--- src/hw/rtl/sspd_pkg.sv ---
// Shared types and constants for the sync/sweep pulse decoder.
// Holds the configuration record, register indexes and axis codes.
// No dependencies.
`default_nettype none

package sspd_pkg;

	localparam int US_WIDTH    = 20;
	localparam int COUNT_WIDTH = 4;
	localparam int TICK_WIDTH  = 4;
	localparam int AXIS_WIDTH  = 2;
	localparam int ADDR_WIDTH  = 5;
	localparam int DATA_WIDTH  = 32;
	localparam int INDEX_WIDTH = 3;

	localparam logic [US_WIDTH-1:0] US_MAX = '1;

	// Register indexes, one word apart on the configuration bus.
	localparam logic [INDEX_WIDTH-1:0] REG_US_PER_TICK      = 3'd0;
	localparam logic [INDEX_WIDTH-1:0] REG_SYNC_WIDTH_MIN   = 3'd1;
	localparam logic [INDEX_WIDTH-1:0] REG_SWEEP_WIDTH_LOW  = 3'd2;
	localparam logic [INDEX_WIDTH-1:0] REG_SWEEP_WIDTH_HIGH = 3'd3;
	localparam logic [INDEX_WIDTH-1:0] REG_SYNC_COUNT_LIMIT = 3'd4;
	localparam logic [INDEX_WIDTH-1:0] REG_X_SYNC_COUNT     = 3'd5;
	localparam logic [INDEX_WIDTH-1:0] REG_Y_SYNC_COUNT     = 3'd6;

	// Reset values of the registers.
	localparam logic [TICK_WIDTH-1:0]  RST_US_PER_TICK      = 4'd4;
	localparam logic [US_WIDTH-1:0]    RST_SYNC_WIDTH_MIN   = 20'd70;
	localparam logic [US_WIDTH-1:0]    RST_SWEEP_WIDTH_LOW  = 20'd3;
	localparam logic [US_WIDTH-1:0]    RST_SWEEP_WIDTH_HIGH = 20'd20;
	localparam logic [COUNT_WIDTH-1:0] RST_SYNC_COUNT_LIMIT = 4'd10;
	localparam logic [COUNT_WIDTH-1:0] RST_X_SYNC_COUNT     = 4'd3;
	localparam logic [COUNT_WIDTH-1:0] RST_Y_SYNC_COUNT     = 4'd1;

	// Codes of the sweep_axis field.
	localparam logic [AXIS_WIDTH-1:0] AXIS_NONE = 2'd0;
	localparam logic [AXIS_WIDTH-1:0] AXIS_X    = 2'd1;
	localparam logic [AXIS_WIDTH-1:0] AXIS_Y    = 2'd2;

	typedef struct packed {
		logic [TICK_WIDTH-1:0]  us_per_tick;
		logic [US_WIDTH-1:0]    sync_width_min;
		logic [US_WIDTH-1:0]    sweep_width_low;
		logic [US_WIDTH-1:0]    sweep_width_high;
		logic [COUNT_WIDTH-1:0] sync_count_limit;
		logic [COUNT_WIDTH-1:0] x_sync_count;
		logic [COUNT_WIDTH-1:0] y_sync_count;
	} cfg_t;

endpackage

`default_nettype wire

--- src/hw/rtl/sync_sweep_pulse_decoder_unit.sv ---
// Sync/sweep pulse decoder, top level: configuration registers and datapath.
// Path: input register, then result register, then the output channel.
// Throughput: one transaction per cycle, set by the single-pass datapath,
// while out_ready does not stall the output.
// Reset: arst_n loads the register defaults and clears all decoder state.
// Depends on sspd_pkg, sspd_regs and sspd_core.
`default_nettype none

module sync_sweep_pulse_decoder_unit
	import sspd_pkg::*;
#(
	parameter int STAMP_WIDTH = 16
) (
	input  wire logic                   clk,
	input  wire logic                   arst_n,
	input  wire logic                   psel,
	input  wire logic                   penable,
	input  wire logic                   pwrite,
	input  wire logic [ADDR_WIDTH-1:0]  paddr,
	input  wire logic [DATA_WIDTH-1:0]  pwdata,
	output logic      [DATA_WIDTH-1:0]  prdata,
	output logic                        pready,
	input  wire logic                   in_valid,
	output logic                        in_ready,
	input  wire logic [STAMP_WIDTH-1:0] rise_time,
	input  wire logic [STAMP_WIDTH-1:0] fall_time,
	output logic                        out_valid,
	input  wire logic                   out_ready,
	output logic      [US_WIDTH-1:0]    pulse_width_us,
	output logic      [COUNT_WIDTH-1:0] sync_count,
	output logic      [AXIS_WIDTH-1:0]  sweep_axis,
	output logic                        pair_ready,
	output logic      [US_WIDTH-1:0]    x_interval_us,
	output logic      [US_WIDTH-1:0]    y_interval_us
);

	cfg_t cfg;

	sspd_regs u_regs (
		.clk     (clk),
		.arst_n  (arst_n),
		.psel    (psel),
		.penable (penable),
		.pwrite  (pwrite),
		.paddr   (paddr),
		.pwdata  (pwdata),
		.prdata  (prdata),
		.pready  (pready),
		.cfg     (cfg)
	);

	sspd_core #(.STAMP_WIDTH(STAMP_WIDTH)) u_core (
		.clk            (clk),
		.arst_n         (arst_n),
		.cfg            (cfg),
		.in_valid       (in_valid),
		.in_ready       (in_ready),
		.rise_time      (rise_time),
		.fall_time      (fall_time),
		.out_valid      (out_valid),
		.out_ready      (out_ready),
		.pulse_width_us (pulse_width_us),
		.sync_count     (sync_count),
		.sweep_axis     (sweep_axis),
		.pair_ready     (pair_ready),
		.x_interval_us  (x_interval_us),
		.y_interval_us  (y_interval_us)
	);

endmodule

`default_nettype wire

--- src/hw/rtl/sspd_scale.sv ---
// Wrapping stamp difference scaled to microseconds and saturated to 20 bits.
// Depends on sspd_pkg.
`default_nettype none

module sspd_scale
	import sspd_pkg::*;
#(
	parameter int STAMP_WIDTH = 16
) (
	input  wire logic [STAMP_WIDTH-1:0] later,
	input  wire logic [STAMP_WIDTH-1:0] earlier,
	input  wire logic [TICK_WIDTH-1:0]  us_per_tick,
	output logic      [US_WIDTH-1:0]    scaled
);

	localparam int PW = STAMP_WIDTH + TICK_WIDTH;
	localparam int EW = (PW > US_WIDTH) ? PW : US_WIDTH;

	logic [STAMP_WIDTH-1:0] diff;
	logic [PW-1:0]          prod;
	logic [EW-1:0]          prod_ext;

	assign diff     = later - earlier;
	assign prod     = PW'(diff) * PW'(us_per_tick);
	assign prod_ext = EW'(prod);
	assign scaled   = (prod_ext > EW'(US_MAX)) ? US_MAX : prod_ext[US_WIDTH-1:0];

endmodule

`default_nettype wire

--- src/hw/rtl/sspd_regs.sv ---
// Configuration register file behind the APB-style port.
// Depends on sspd_pkg.
`default_nettype none

module sspd_regs
	import sspd_pkg::*;
(
	input  wire logic                  clk,
	input  wire logic                  arst_n,
	input  wire logic                  psel,
	input  wire logic                  penable,
	input  wire logic                  pwrite,
	input  wire logic [ADDR_WIDTH-1:0] paddr,
	input  wire logic [DATA_WIDTH-1:0] pwdata,
	output logic      [DATA_WIDTH-1:0] prdata,
	output logic                       pready,
	output cfg_t                       cfg
);

	cfg_t                   cfg_q;
	logic [INDEX_WIDTH-1:0] index;
	logic                   wr_en;

	assign index  = paddr[ADDR_WIDTH-1:2];
	assign wr_en  = psel & penable & pwrite;
	assign pready = 1'b1;
	assign cfg    = cfg_q;

	always_ff @(posedge clk or negedge arst_n) begin
		if (!arst_n) begin
			cfg_q.us_per_tick      <= RST_US_PER_TICK;
			cfg_q.sync_width_min   <= RST_SYNC_WIDTH_MIN;
			cfg_q.sweep_width_low  <= RST_SWEEP_WIDTH_LOW;
			cfg_q.sweep_width_high <= RST_SWEEP_WIDTH_HIGH;
			cfg_q.sync_count_limit <= RST_SYNC_COUNT_LIMIT;
			cfg_q.x_sync_count     <= RST_X_SYNC_COUNT;
			cfg_q.y_sync_count     <= RST_Y_SYNC_COUNT;
		end else if (wr_en) begin
			unique case (index)
				REG_US_PER_TICK:      cfg_q.us_per_tick      <= pwdata[TICK_WIDTH-1:0];
				REG_SYNC_WIDTH_MIN:   cfg_q.sync_width_min   <= pwdata[US_WIDTH-1:0];
				REG_SWEEP_WIDTH_LOW:  cfg_q.sweep_width_low  <= pwdata[US_WIDTH-1:0];
				REG_SWEEP_WIDTH_HIGH: cfg_q.sweep_width_high <= pwdata[US_WIDTH-1:0];
				REG_SYNC_COUNT_LIMIT: cfg_q.sync_count_limit <= pwdata[COUNT_WIDTH-1:0];
				REG_X_SYNC_COUNT:     cfg_q.x_sync_count     <= pwdata[COUNT_WIDTH-1:0];
				REG_Y_SYNC_COUNT:     cfg_q.y_sync_count     <= pwdata[COUNT_WIDTH-1:0];
				default: ;
			endcase
		end
	end

	always_comb begin
		unique case (index)
			REG_US_PER_TICK:      prdata = DATA_WIDTH'(cfg_q.us_per_tick);
			REG_SYNC_WIDTH_MIN:   prdata = DATA_WIDTH'(cfg_q.sync_width_min);
			REG_SWEEP_WIDTH_LOW:  prdata = DATA_WIDTH'(cfg_q.sweep_width_low);
			REG_SWEEP_WIDTH_HIGH: prdata = DATA_WIDTH'(cfg_q.sweep_width_high);
			REG_SYNC_COUNT_LIMIT: prdata = DATA_WIDTH'(cfg_q.sync_count_limit);
			REG_X_SYNC_COUNT:     prdata = DATA_WIDTH'(cfg_q.x_sync_count);
			REG_Y_SYNC_COUNT:     prdata = DATA_WIDTH'(cfg_q.y_sync_count);
			default:              prdata = '0;
		endcase
	end

endmodule

`default_nettype wire

--- src/hw/rtl/sspd_core.sv ---
// Decoder datapath: input register, one pass of pulse classification and
// axis capture, decoder state and result register.
// Depends on sspd_pkg and sspd_scale.
`default_nettype none

module sspd_core
	import sspd_pkg::*;
#(
	parameter int STAMP_WIDTH = 16
) (
	input  wire logic                   clk,
	input  wire logic                   arst_n,
	input  wire cfg_t                   cfg,
	input  wire logic                   in_valid,
	output logic                        in_ready,
	input  wire logic [STAMP_WIDTH-1:0] rise_time,
	input  wire logic [STAMP_WIDTH-1:0] fall_time,
	output logic                        out_valid,
	input  wire logic                   out_ready,
	output logic      [US_WIDTH-1:0]    pulse_width_us,
	output logic      [COUNT_WIDTH-1:0] sync_count,
	output logic      [AXIS_WIDTH-1:0]  sweep_axis,
	output logic                        pair_ready,
	output logic      [US_WIDTH-1:0]    x_interval_us,
	output logic      [US_WIDTH-1:0]    y_interval_us
);

	// Input stage.
	logic                   valid_s1;
	logic [STAMP_WIDTH-1:0] rise_s1;
	logic [STAMP_WIDTH-1:0] fall_s1;

	// Decoder state.
	logic [COUNT_WIDTH-1:0] sync_counter_q;
	logic [STAMP_WIDTH-1:0] last_sync_fall_q;
	logic                   x_seen_q;
	logic                   y_seen_q;
	logic [US_WIDTH-1:0]    x_time_q;
	logic [US_WIDTH-1:0]    y_time_q;

	// Result stage.
	logic                   valid_s2;
	logic [US_WIDTH-1:0]    width_s2;
	logic [COUNT_WIDTH-1:0] count_s2;
	logic [AXIS_WIDTH-1:0]  axis_s2;
	logic                   pair_s2;
	logic [US_WIDTH-1:0]    x_ival_s2;
	logic [US_WIDTH-1:0]    y_ival_s2;

	logic                   advance;
	logic [US_WIDTH-1:0]    width;
	logic [US_WIDTH-1:0]    since_sync;
	logic [US_WIDTH-1:0]    interval;
	logic [COUNT_WIDTH-1:0] count_start;
	logic [COUNT_WIDTH-1:0] count_synced;
	logic [COUNT_WIDTH-1:0] count_next;
	logic                   is_sync;
	logic                   is_sweep;
	logic                   x_hit;
	logic                   y_hit;
	logic                   x_seen_next;
	logic                   y_seen_next;
	logic                   pair;
	logic [US_WIDTH-1:0]    x_time_next;
	logic [US_WIDTH-1:0]    y_time_next;
	logic [AXIS_WIDTH-1:0]  axis;

	// The result register is free, or is emptied in this cycle.
	assign advance  = ~valid_s2 | out_ready;
	assign in_ready = ~valid_s1 | advance;

	sspd_scale #(.STAMP_WIDTH(STAMP_WIDTH)) u_width (
		.later       (fall_s1),
		.earlier     (rise_s1),
		.us_per_tick (cfg.us_per_tick),
		.scaled      (width)
	);

	sspd_scale #(.STAMP_WIDTH(STAMP_WIDTH)) u_interval (
		.later       (fall_s1),
		.earlier     (last_sync_fall_q),
		.us_per_tick (cfg.us_per_tick),
		.scaled      (since_sync)
	);

	always_comb begin
		count_start  = (sync_counter_q > cfg.sync_count_limit) ? '0 : sync_counter_q;
		is_sync      = width > cfg.sync_width_min;
		count_synced = is_sync ? COUNT_WIDTH'(count_start + 1'b1) : count_start;
		// A sync pulse moves the reference edge onto its own falling stamp,
		// so an interval measured in the same transaction is zero.
		interval     = is_sync ? '0 : since_sync;
		is_sweep     = (width < cfg.sweep_width_high) && (width > cfg.sweep_width_low);
		x_hit        = is_sweep && (count_synced == cfg.x_sync_count);
		y_hit        = is_sweep && !x_hit && (count_synced == cfg.y_sync_count);
		count_next   = (x_hit || y_hit) ? '0 : count_synced;
		x_seen_next  = x_seen_q | x_hit;
		y_seen_next  = y_seen_q | y_hit;
		pair         = x_seen_next & y_seen_next;
		x_time_next  = x_hit ? interval : x_time_q;
		y_time_next  = y_hit ? interval : y_time_q;
		if (x_hit) begin
			axis = AXIS_X;
		end else if (y_hit) begin
			axis = AXIS_Y;
		end else begin
			axis = AXIS_NONE;
		end
	end

	always_ff @(posedge clk or negedge arst_n) begin
		if (!arst_n) begin
			valid_s1 <= 1'b0;
		end else if (in_ready) begin
			valid_s1 <= in_valid;
		end
	end

	always_ff @(posedge clk) begin
		if (in_ready && in_valid) begin
			rise_s1 <= rise_time;
			fall_s1 <= fall_time;
		end
	end

	always_ff @(posedge clk or negedge arst_n) begin
		if (!arst_n) begin
			sync_counter_q   <= '0;
			last_sync_fall_q <= '0;
			x_seen_q         <= 1'b0;
			y_seen_q         <= 1'b0;
			x_time_q         <= '0;
			y_time_q         <= '0;
			valid_s2         <= 1'b0;
		end else if (advance) begin
			valid_s2 <= valid_s1;
			if (valid_s1) begin
				sync_counter_q <= count_next;
				if (is_sync) begin
					last_sync_fall_q <= fall_s1;
				end
				x_seen_q <= x_seen_next & ~pair;
				y_seen_q <= y_seen_next & ~pair;
				x_time_q <= x_time_next;
				y_time_q <= y_time_next;
			end
		end
	end

	always_ff @(posedge clk) begin
		if (advance && valid_s1) begin
			width_s2  <= width;
			count_s2  <= count_next;
			axis_s2   <= axis;
			pair_s2   <= pair;
			x_ival_s2 <= pair ? x_time_next : '0;
			y_ival_s2 <= pair ? y_time_next : '0;
		end
	end

	assign out_valid      = valid_s2;
	assign pulse_width_us = width_s2;
	assign sync_count     = count_s2;
	assign sweep_axis     = axis_s2;
	assign pair_ready     = pair_s2;
	assign x_interval_us  = x_ival_s2;
	assign y_interval_us  = y_ival_s2;

endmodule

`default_nettype wire

--- config.mk ---
export PLATFORM = sky130hd
export DESIGN_NAME = sync_sweep_pulse_decoder_unit
export DESIGN_NICKNAME = d
export VERILOG_FILES = /design/src/hw/rtl/sspd_pkg.sv /design/src/hw/rtl/sync_sweep_pulse_decoder_unit.sv /design/src/hw/rtl/sspd_scale.sv /design/src/hw/rtl/sspd_regs.sv /design/src/hw/rtl/sspd_core.sv
export SDC_FILE = /design/constraint.sdc
export NUM_CORES = 1
export LEC_CHECK = 0
export BUFFER_PORTS_ARGS = -buffer_cell sky130_fd_sc_hd__buf_2
export CAP_MARGIN = 20
export CORE_MARGIN = 3
export CORE_UTILIZATION = 45
export DETAILED_ROUTE_END_ITERATION = 12
export PLACE_DENSITY_LB_ADDON = 0.12
export SYNTH_ARGS = -nofsm -noshare
export SYNTH_HDL_FRONTEND = slang
export SYNTH_SLANG_ARGS = --single-unit
--- constraint.sdc ---
create_clock -name clk -period 9.8 [get_ports clk]
set_clock_uncertainty 0.15 [all_clocks]
set_input_delay 0.98 -clock clk [delete_from_list [all_inputs] [get_ports clk]]
set_output_delay 0.98 -clock clk [all_outputs]
set_load 0.01 [all_outputs]
==> results of run 1 <==
==> Yosys cell counts (25+ instances only) <==
| master | number |
|---|---|
| dfrtp_1 | 127 |
| nor3_1 | 29 |
| ha_1 | 142 |
| xnor2_1 | 37 |
| mux2_2 | 55 |
| clkbuf_1 | 51 |
| nor2_1 | 116 |
| and2_1 | 52 |
| a21oi_1 | 78 |
| mux2i_1 | 25 |
| o21ai_0 | 116 |
| fa_1 | 58 |
| nand2_1 | 204 |
| inv_1 | 206 |
| edfxtp_1 | 99 |
| nand3_1 | 26 |
==> state kept, by name, summed over array words and instances (netlist names) <==
name and flops:
u_core.rise_s1 16, u_core.fall_s1 16, u_core.y_seen_q 1, u_regs.cfg 76
u_core.sync_count 4, u_core.pulse_width_us 20, u_core.x_time_q 20, u_core.sweep_axis 2
u_core.pair_ready 1, u_core.x_seen_q 1, u_core.valid_s1 1, u_core.y_time_q 20
u_core.out_valid 1, u_core.y_interval_us 20, u_core.x_interval_us 20, u_core.last_sync_fall_q 16
u_core.sync_counter_q 4
==> metrics by stage <==
step	util	hold slack, ps	cells	worst slack, ps
floorplan	-	306	1741	1340
global placement	0.490	321	2304	456
detailed placement	0.490	329	2304	372
CTS	0.518	318	2356	341
global route	0.518	348	2356	65.4
finish	0.519	310	2357	598
==> layout by cell type, fill, tap and decap left out, types with 37 or more instances in the layout <==
cell type / count
inv_1: 206
nand2_1: 204
buf_2: 149
ha_1: 142
dfrtp_1: 127
o21ai_0: 116
nor2_1: 116
edfxtp_1: 99
a21oi_1: 78
fa_1: 58
mux2_2: 55
and2_1: 52
xnor2_1: 37
==> repair_timing <==
action | CTS | global route
endpoints found under the setup margin | 0 | 71
resized for setup | 0 | 2
hold buffers | 0 | 0
==> power by group <==
group          total [mW]  switching [mW]  internal, mW
registers            1.42           0.125          1.29
clock network        1.16           0.445         0.712
logic                3.16            1.91          1.26
total                5.74            2.48          3.26
==> path summary, 6_finish.rpt <==
path,end,slack (ps),cells after the start
worst max-delay path,u_core.y_interval_us[10]$_SDFFCE_PN0P_,600,34
worst min-delay path,u_core.x_time_q[9]$_DFFE_PN0P_,310,1
worst max register to register,u_core.y_interval_us[10]$_SDFFCE_PN0P_,600,34
worst min register to register,u_core.last_sync_fall_q[0]$_DFFE_PN0P_,340,2
max in group asynchronous,u_regs.cfg[13]$_DFFE_PN0P_,7740,2
min in group clk,u_core.last_sync_fall_q[0]$_DFFE_PN0P_,340,2
==> worst max-delay path: cells and delay by family (launching register included) <==
| family | cells | cell delay (ps) |
|---|---|---|
| mux | 2 | 700 |
| simple gates | 7 | 1690 |
| fa+ha+maj | 6 | 2320 |
| xor+xnor | 1 | 300 |
| buf+inv | 5 | 500 |
| flops | 1 | 370 |
| compound gates | 13 | 2960 |
==> layer usage <==
metal  part of all wire  GRT usage  routed length, um
met1               0.51      0.315              20200
met2               0.43      0.314              17300
met5                  0          0                  0
met3              0.045     0.0231               1780
met4              0.015     0.0424                587
==> kinds of logic (layout without fill, tap and decap cells) <==
group | Yosys count | count (layout) | share of synthesized area
other | 2 | 14 | 0.000448
AND/OR/NAND/NOR | 528 | 528 | 0.149
adder cells (fa/ha/maj) | 200 | 200 | 0.175
AO/OA/AOI/OAI | 314 | 314 | 0.114
multiplexers | 104 | 104 | 0.0755
buffers and inverters | 285 | 432 | 0.0684
XOR/XNOR | 58 | 58 | 0.0303
flip-flops | 239 | 239 | 0.387
==> final cells by class <==
class | instances | share of cell area
well taps | 468 | 0.0308
diodes | 1 | 0.000132
clock buffers | 33 | 0.0400
flip-flops and latches | 239 | 0.341
clock inverters | 19 | 0.0137
inverters | 207 | 0.0409
repair buffers | 173 | 0.0495
multi-input cells | 1217 | 0.484
==> report_table.html, run 1 <==
<table>
<tr><th>Metric</th><th>Value</th></tr>
<tr><th colspan="2">Final layout</th></tr>
<tr><td>Filler cell count in the final layout</td><td>3409</td></tr>
<tr><td>Area used by sequential logic in the layout</td><td>roughly 6500 sq um</td></tr>
<tr><td>Final Cell Area</td><td>19000 sq um</td></tr>
<tr><td>Total area of multi-input combinational cells</td><td>~9200 sq um</td></tr>
<tr><td>Layout-stage area growth over the synthesis result</td><td>13.4%</td></tr>
<tr><td>Final layout net count</td><td>approximately 2100</td></tr>
<tr><td>Share of cells above drive strength 1</td><td>0.174</td></tr>
<tr><th colspan="2">CTS</th></tr>
<tr><td>Clock buffer count from CTS</td><td>28</td></tr>
<tr><td>Clock tree from TritonCTS</td><td>built</td></tr>
<tr><td>Latest clock arrival within the worst-skew pair</td><td>approximately 600 ps</td></tr>
<tr><td>Clock Pin Slew Worst Setup and Hold Paths</td><td>~60 ps</td></tr>
<tr><td>Clock sink count</td><td>between 200 and 250</td></tr>
<tr><td>H-tree levels</td><td>1</td></tr>
<tr><td>Number of setup buffers added after CTS</td><td>0</td></tr>
<tr><td>Deepest clock path buffer count</td><td>3</td></tr>
<tr><td>Clock Root Buffer</td><td>clkbuf_16</td></tr>
<tr><th colspan="2">Power</th></tr>
<tr><td>Power consumption</td><td>about 5.7 mW</td></tr>
<tr><td>Power density of the placed cells</td><td>slightly above 300 nW/um^2</td></tr>
<tr><td>Peak VDD IR</td><td>~0.15 mV</td></tr>
<tr><td>Leakage component of the power</td><td>just over 9 nW</td></tr>
<tr><th colspan="2">Placed design</th></tr>
<tr><td>Routability cong.</td><td>0.844</td></tr>
<tr><td>HPWL after DPL</td><td>a little under 30000 um</td></tr>
<tr><td>Cell Area, Placed</td><td>roughly 18000 sq um</td></tr>
<tr><td>Port-buffer cells</td><td>150</td></tr>
<tr><th colspan="2">Timing</th></tr>
<tr><td>Final critical delay including setup and external delays</td><td>approximately 9200 ps</td></tr>
<tr><td>Pins over their slew limit</td><td>0</td></tr>
<tr><td>Fmax</td><td>approximately 0.11 GHz</td></tr>
<tr><td>Number of hold-slack violations in the final timing report</td><td>0</td></tr>
<tr><td>Max-Slew Margin vs Limit</td><td>0.404</td></tr>
<tr><td>Setup total negative slack</td><td>0 ps</td></tr>
<tr><td>Final worst-path cycle share</td><td>0.939</td></tr>
<tr><td>Setup repair after global routing missed its margin</td><td>false</td></tr>
<tr><td>Setup-failing EPs final</td><td>0</td></tr>
<tr><td>Slew at the pin with the worst max-slew slack</td><td>~890 ps</td></tr>
<tr><th colspan="2">Critical path</th></tr>
<tr><td>Worst-path maximum fanout</td><td>23</td></tr>
<tr><td>CP Capture Type</td><td>flip-flop</td></tr>
<tr><td>Longest individual stage delay on the worst path</td><td>600 ps</td></tr>
<tr><td>Source of the critical timing path</td><td>u_core.fall_s1[0]$_DFFE_PP_</td></tr>
<tr><td>Class of the most critical setup path</td><td>reg -&gt; reg</td></tr>
<tr><td>Data required time at the worst endpoint</td><td>slightly above 10000 ps</td></tr>
<tr><td>Worst r2r src</td><td>u_core.fall_s1[0]$_DFFE_PP_</td></tr>
<tr><td>Crit-path slowest cell</td><td>or4_4</td></tr>
<tr><td>Arrival time at the worst endpoint</td><td>approximately 9500 ps</td></tr>
<tr><td>Type of origin of the critical path</td><td>flip-flop</td></tr>
<tr><th colspan="2">Worst hold path</th></tr>
<tr><td>Hold WC Path Type</td><td>in -&gt; async</td></tr>
<tr><th colspan="2">Drt</th></tr>
<tr><td>Per-cell routed wire length</td><td>16.9 um</td></tr>
<tr><td>Post-DR vias/cell</td><td>~5.3</td></tr>
<tr><td>Final antenna-violating net count</td><td>0</td></tr>
<tr><td>Post-detailed-route DRC marker count</td><td>0</td></tr>
<tr><td>1st-iter DRT viols</td><td>727</td></tr>
<tr><td>Iteration count of the initial detailed-routing pass</td><td>5</td></tr>
<tr><td>Vias after detailed routing</td><td>around 12000</td></tr>
<tr><td>Total detailed-routing wirelength</td><td>approximately 40000 um</td></tr>
<tr><th colspan="2">Global route</th></tr>
<tr><td>Number of antenna violations at the first check in global routing</td><td>0</td></tr>
<tr><td>Global-route wire length before repair</td><td>~65000 um</td></tr>
<tr><td>Pin count of the biggest net entering global routing</td><td>76</td></tr>
<tr><td>Gr usage total</td><td>0.205</td></tr>
<tr><td>Number of global-route vias before repair</td><td>between 10000 and 15000</td></tr>
<tr><td>Leftover overflow at the end of global routing</td><td>0</td></tr>
<tr><th colspan="2">Yosys</th></tr>
<tr><td>Syn_area_per_cell</td><td>a little under 10 sq um</td></tr>
<tr><td>Register bit total from synthesis</td><td>~240</td></tr>
<tr><td>Count of different cell masters after synthesis</td><td>71</td></tr>
<tr><td>Sequential cell area fraction in the yosys report</td><td>0.387</td></tr>
<tr><td>Prevailing post-synth register cell</td><td>dfrtp_1</td></tr>
<tr><td>Synth async-reset ratio</td><td>0.586</td></tr>
<tr><td>Warnings, synthesis</td><td>0</td></tr>
<tr><td>Proportion of netlist area held by the largest area contributor</td><td>0.189</td></tr>
<tr><td>Number of flops mapped to enable cells by yosys</td><td>between 90 and 100</td></tr>
<tr><td>Number of standard cells after synthesis</td><td>roughly 1700</td></tr>
<tr><td>Area of the mapped netlist</td><td>approximately 17000 sq um</td></tr>
<tr><td>Post-synthesis cell type with the largest combined area</td><td>dfrtp_1</td></tr>
<tr><td>Dominant cells by area after synthesis</td><td>dfrtp_1 (19%), edfxtp_1 (18%), ha_1 (11%)</td></tr>
<tr><th colspan="2">Floorplanning</th></tr>
<tr><td>Die outline area</td><td>about 40000 sq um</td></tr>
<tr><td>Die Ht</td><td>around 200 um</td></tr>
<tr><td>Site row count</td><td>70</td></tr>
<tr><td>Number of top-level pins</td><td>178</td></tr>
<tr><td>Initial Utilization</td><td>0.457</td></tr>
<tr><td>Total core area</td><td>between 30000 and 40000 sq um</td></tr>
<tr><td>Die boundary width</td><td>~200 um</td></tr>
<tr><th colspan="2">Flow run</th></tr>
<tr><td>Max cap viols</td><td>0</td></tr>
<tr><th colspan="2">Run status</th></tr>
<tr><td>Result of the run</td><td>complete, no violations</td></tr>
</table>
No activity file was read; power rests on OpenSTA's default activity.
==> inputs of run 2 (changes only) <==
CORE_ASPECT_RATIO = 0.5   (was default)
==> run 2 against run 1 <==
- global-route usage down 0.51 points
- sequential share of layout area increased by 0.47 points
- critical path depth up 2
- combinational power about the same
- maximum frequency is 0.79% higher
- wire length fell by 2.1%
- die area increased by 0.36%
==> report_table.html, run 2 (same netlist as run 1, synthesis figures left out) <==
<table>
<tr><th>Metric</th><th>Value</th></tr>
<tr><th colspan="2">Global route</th></tr>
<tr><td>Gr usage total</td><td>0.200 (-0.00515)</td></tr>
<tr><td>Leftover overflow at the end of global routing</td><td>0 (unchanged)</td></tr>
<tr><td>Pin count of the biggest net entering global routing</td><td>72 (-5.3%)</td></tr>
<tr><td>Global-route wire length before repair</td><td>64000 um (-1.9%)</td></tr>
<tr><td>Number of global-route vias before repair</td><td>11900 (-1.8%)</td></tr>
<tr><td>Number of antenna violations at the first check in global routing</td><td>0 (unchanged)</td></tr>
<tr><th colspan="2">Timing</th></tr>
<tr><td>Final worst-path cycle share</td><td>0.932 (-0.00740)</td></tr>
<tr><td>Setup total negative slack</td><td>0 ps (unchanged)</td></tr>
<tr><td>Final critical delay including setup and external delays</td><td>9130 ps (-72.5 ps)</td></tr>
<tr><td>Minimum hold slack</td><td>303 ps (-7.02 ps)</td></tr>
<tr><td>Setup repair after global routing missed its margin</td><td>false</td></tr>
<tr><td>Fmax</td><td>0.110 GHz (+0.79%)</td></tr>
<tr><td>Setup-failing EPs final</td><td>0 (unchanged)</td></tr>
<tr><td>Pins over their slew limit</td><td>0 (unchanged)</td></tr>
<tr><td>Max-Slew Margin vs Limit</td><td>0.341 (-0.0632)</td></tr>
<tr><td>Slew at the pin with the worst max-slew slack</td><td>989 ps (+94.8 ps)</td></tr>
<tr><td>Least setup slack across all paths after layout</td><td>671 ps (+72.5 ps)</td></tr>
<tr><td>Number of hold-slack violations in the final timing report</td><td>0 (unchanged)</td></tr>
<tr><th colspan="2">Drt</th></tr>
<tr><td>1st-iter DRT viols</td><td>659 (-9.4%)</td></tr>
<tr><td>Total detailed-routing wirelength</td><td>39000 um (-2.1%)</td></tr>
<tr><td>Per-cell routed wire length</td><td>16.5 um (-2.3%)</td></tr>
<tr><td>Post-detailed-route DRC marker count</td><td>0 (unchanged)</td></tr>
<tr><td>Vias after detailed routing</td><td>12200 (-2.3%)</td></tr>
<tr><td>Iteration count of the initial detailed-routing pass</td><td>5 (unchanged)</td></tr>
<tr><td>Final antenna-violating net count</td><td>0 (unchanged)</td></tr>
<tr><td>Post-DR vias/cell</td><td>5.15 (-2.5%)</td></tr>
<tr><th colspan="2">Critical path</th></tr>
<tr><td>Most repeated library cell on the critical path</td><td>a21oi_1</td></tr>
<tr><td>Type of origin of the critical path</td><td>flip-flop</td></tr>
<tr><td>Source of the critical timing path</td><td>u_core.fall_s1[0]$_DFFE_PP_</td></tr>
<tr><td>Longest individual stage delay on the worst path</td><td>600 ps (about the same)</td></tr>
<tr><td>Worst-path maximum fanout</td><td>11 (-52%)</td></tr>
<tr><td>Class of the most critical setup path</td><td>reg -&gt; reg</td></tr>
<tr><td>Data required time at the worst endpoint</td><td>10020 ps (-30 ps)</td></tr>
<tr><td>CP Capture Type</td><td>flip-flop</td></tr>
<tr><td>Worst r2r src</td><td>u_core.fall_s1[0]$_DFFE_PP_</td></tr>
<tr><td>Crit-path slowest cell</td><td>or4_4</td></tr>
<tr><td>Arrival time at the worst endpoint</td><td>9350 ps (-100 ps)</td></tr>
<tr><td>Number of buffers and inverters on the critical path</td><td>5 (unchanged)</td></tr>
<tr><td>Cell class contributing the biggest share of worst-path delay</td><td>compound AO/OA/AOI/OAI gates</td></tr>
<tr><th colspan="2">Final layout</th></tr>
<tr><td>Area used by sequential logic in the layout</td><td>6490 sq um (unchanged)</td></tr>
<tr><td>Final layout net count</td><td>2135 (-0.33%)</td></tr>
<tr><td>Share of cells above drive strength 1</td><td>0.170 (-0.00431)</td></tr>
<tr><td>Flip-flop count of the largest register, all copies and words added</td><td>76 (unchanged)</td></tr>
<tr><td>Filler cell count in the final layout</td><td>3428 (+0.56%)</td></tr>
<tr><td>Layout-stage area growth over the synthesis result</td><td>11.9%</td></tr>
<tr><td>Leading cell types in the layout, fill and taps excluded</td><td>inv_1 (206), nand2_1 (204), buf_2 (149)</td></tr>
<tr><td>Leading cell type in the layout, fill and taps excluded</td><td>inv_1</td></tr>
<tr><td>Total area of multi-input combinational cells</td><td>9210 sq um (about the same)</td></tr>
<tr><td>Final core occ</td><td>0.516 (-0.00222)</td></tr>
<tr><td>Inserted Diodes</td><td>0 (-1)</td></tr>
<tr><th colspan="2">CTS</th></tr>
<tr><td>Clock Root Buffer</td><td>clkbuf_16</td></tr>
<tr><td>Clock Pin Slew Worst Setup and Hold Paths</td><td>60 ps (about the same)</td></tr>
<tr><td>Clock sink count</td><td>239 (unchanged)</td></tr>
<tr><td>Hold Buf Count CTS</td><td>0 (unchanged)</td></tr>
<tr><td>Latest clock arrival within the worst-skew pair</td><td>540 ps (-50 ps)</td></tr>
<tr><td>H-tree levels</td><td>1 (unchanged)</td></tr>
<tr><td>Deepest clock path buffer count</td><td>3 (unchanged)</td></tr>
<tr><td>Clock buffer count from CTS</td><td>25 (-11%)</td></tr>
<tr><td>Clock tree from TritonCTS</td><td>built</td></tr>
<tr><th colspan="2">Floorplanning</th></tr>
<tr><td>Total core area</td><td>36400 sq um (-0.93%)</td></tr>
<tr><td>Initial Utilization</td><td>0.462 (+0.00430)</td></tr>
<tr><td>Site row count</td><td>49 (-30%)</td></tr>
<tr><td>Number of top-level pins</td><td>178 (unchanged)</td></tr>
<tr><td>Die Ht</td><td>143 um (-28%)</td></tr>
<tr><td>Die outline area</td><td>39800 sq um (+0.36%)</td></tr>
<tr><td>Die boundary width</td><td>279 um (+40%)</td></tr>
<tr><th colspan="2">Power</th></tr>
<tr><td>Leakage component of the power</td><td>8.96 nW (-1.5%)</td></tr>
<tr><td>Power density of the placed cells</td><td>292 nW/um^2 (-3.2%)</td></tr>
<tr><td>Power consumption</td><td>5.48 mW (-4.5%)</td></tr>
<tr><td>Peak VDD IR</td><td>0.149 mV (+2.1%)</td></tr>
<tr><th colspan="2">Placed design</th></tr>
<tr><td>HPWL after DPL</td><td>28800 um (-1.9%)</td></tr>
<tr><td>Worst-case setup slack after placement</td><td>306 ps (-65.4 ps)</td></tr>
<tr><td>Routability cong.</td><td>0.788 (-6.6%)</td></tr>
<tr><td>Port-buffer cells</td><td>150 (unchanged)</td></tr>
<tr><th colspan="2">Flow run</th></tr>
<tr><td>Max cap viols</td><td>0 (unchanged)</td></tr>
<tr><th colspan="2">Run status</th></tr>
<tr><td>Result of the run</td><td>complete, no violations</td></tr>
<tr><th colspan="2">Worst hold path</th></tr>
<tr><td>Hold WC Path Type</td><td>in -&gt; async</td></tr>
</table>
-- run 2: cell types whose count changed in the layout (fill, tap and decap cells not counted), moves of 2 or more --
| cell | change |
|---|---|
| buf_4 | -3 |
| clkinv_2 | +2 |
| bufinv_16 | -5 |
| clkinv_1 | -2 |
| clkbuf_16 | -4 |
-- run 2: timing repair --
action                                  4_1_cts  5_1_grt
endpoints found under the setup margin        0       91
buffers inserted                              0        0
resized for setup                             0        4
-- run 2: per-layer routing --
metal	part of all wire	vias up	global-route usage
met2	0.45	171	0.330
met5	0	-	0
li1	-	6135	-
met4	0.017	0	0.0375
met1	0.50	5805	0.284
met3	0.033	40	0.0285
-- run 2: report_power, final --
part	internal [mW]	total, mW	switching [mW]	leakage, nW
combinational	1.25	3.13	1.88	5.88
sequential	1.29	1.42	0.125	2.69
clock	0.518	0.930	0.412	0.382
total	3.06	5.48	2.42	8.96
-- run 2: through the flow --
| stage | area, sq um | instances |
|---|---|---|
| final | 18800 | 2361 |
| after global routing | 18800 | 2361 |
| after CTS | 18800 | 2361 |
| after detailed placement | 18000 | 2316 |
| after global placement | 18000 | 2316 |
| after floorplan | 16800 | 1741 |
-- run 2: final timing paths --
check                           cells after the start                               to  slack [ps]
worst max-delay path                               36   u_core.sync_count[1]$_DFFE_PP_         670
worst min-delay path                                1  u_core.y_time_q[18]$_DFFE_PN0P_         300
worst max register to register                     36   u_core.sync_count[1]$_DFFE_PP_         670
worst min register to register                      1     u_core.out_valid$_DFFE_PN0N_         340
max in group asynchronous                           2       u_regs.cfg[29]$_DFFE_PN0P_        7770
min in group clk                                    1     u_core.out_valid$_DFFE_PN0N_         340
-- run 2: area by class of cell --
cell class	count	share of cell area
inverter	207	0.0415
clock inverter	14	0.00553
sequential	239	0.346
tap	484	0.0323
clock buffer	31	0.0361
multi-input combinational	1217	0.491
timing repair buffer	169	0.0479
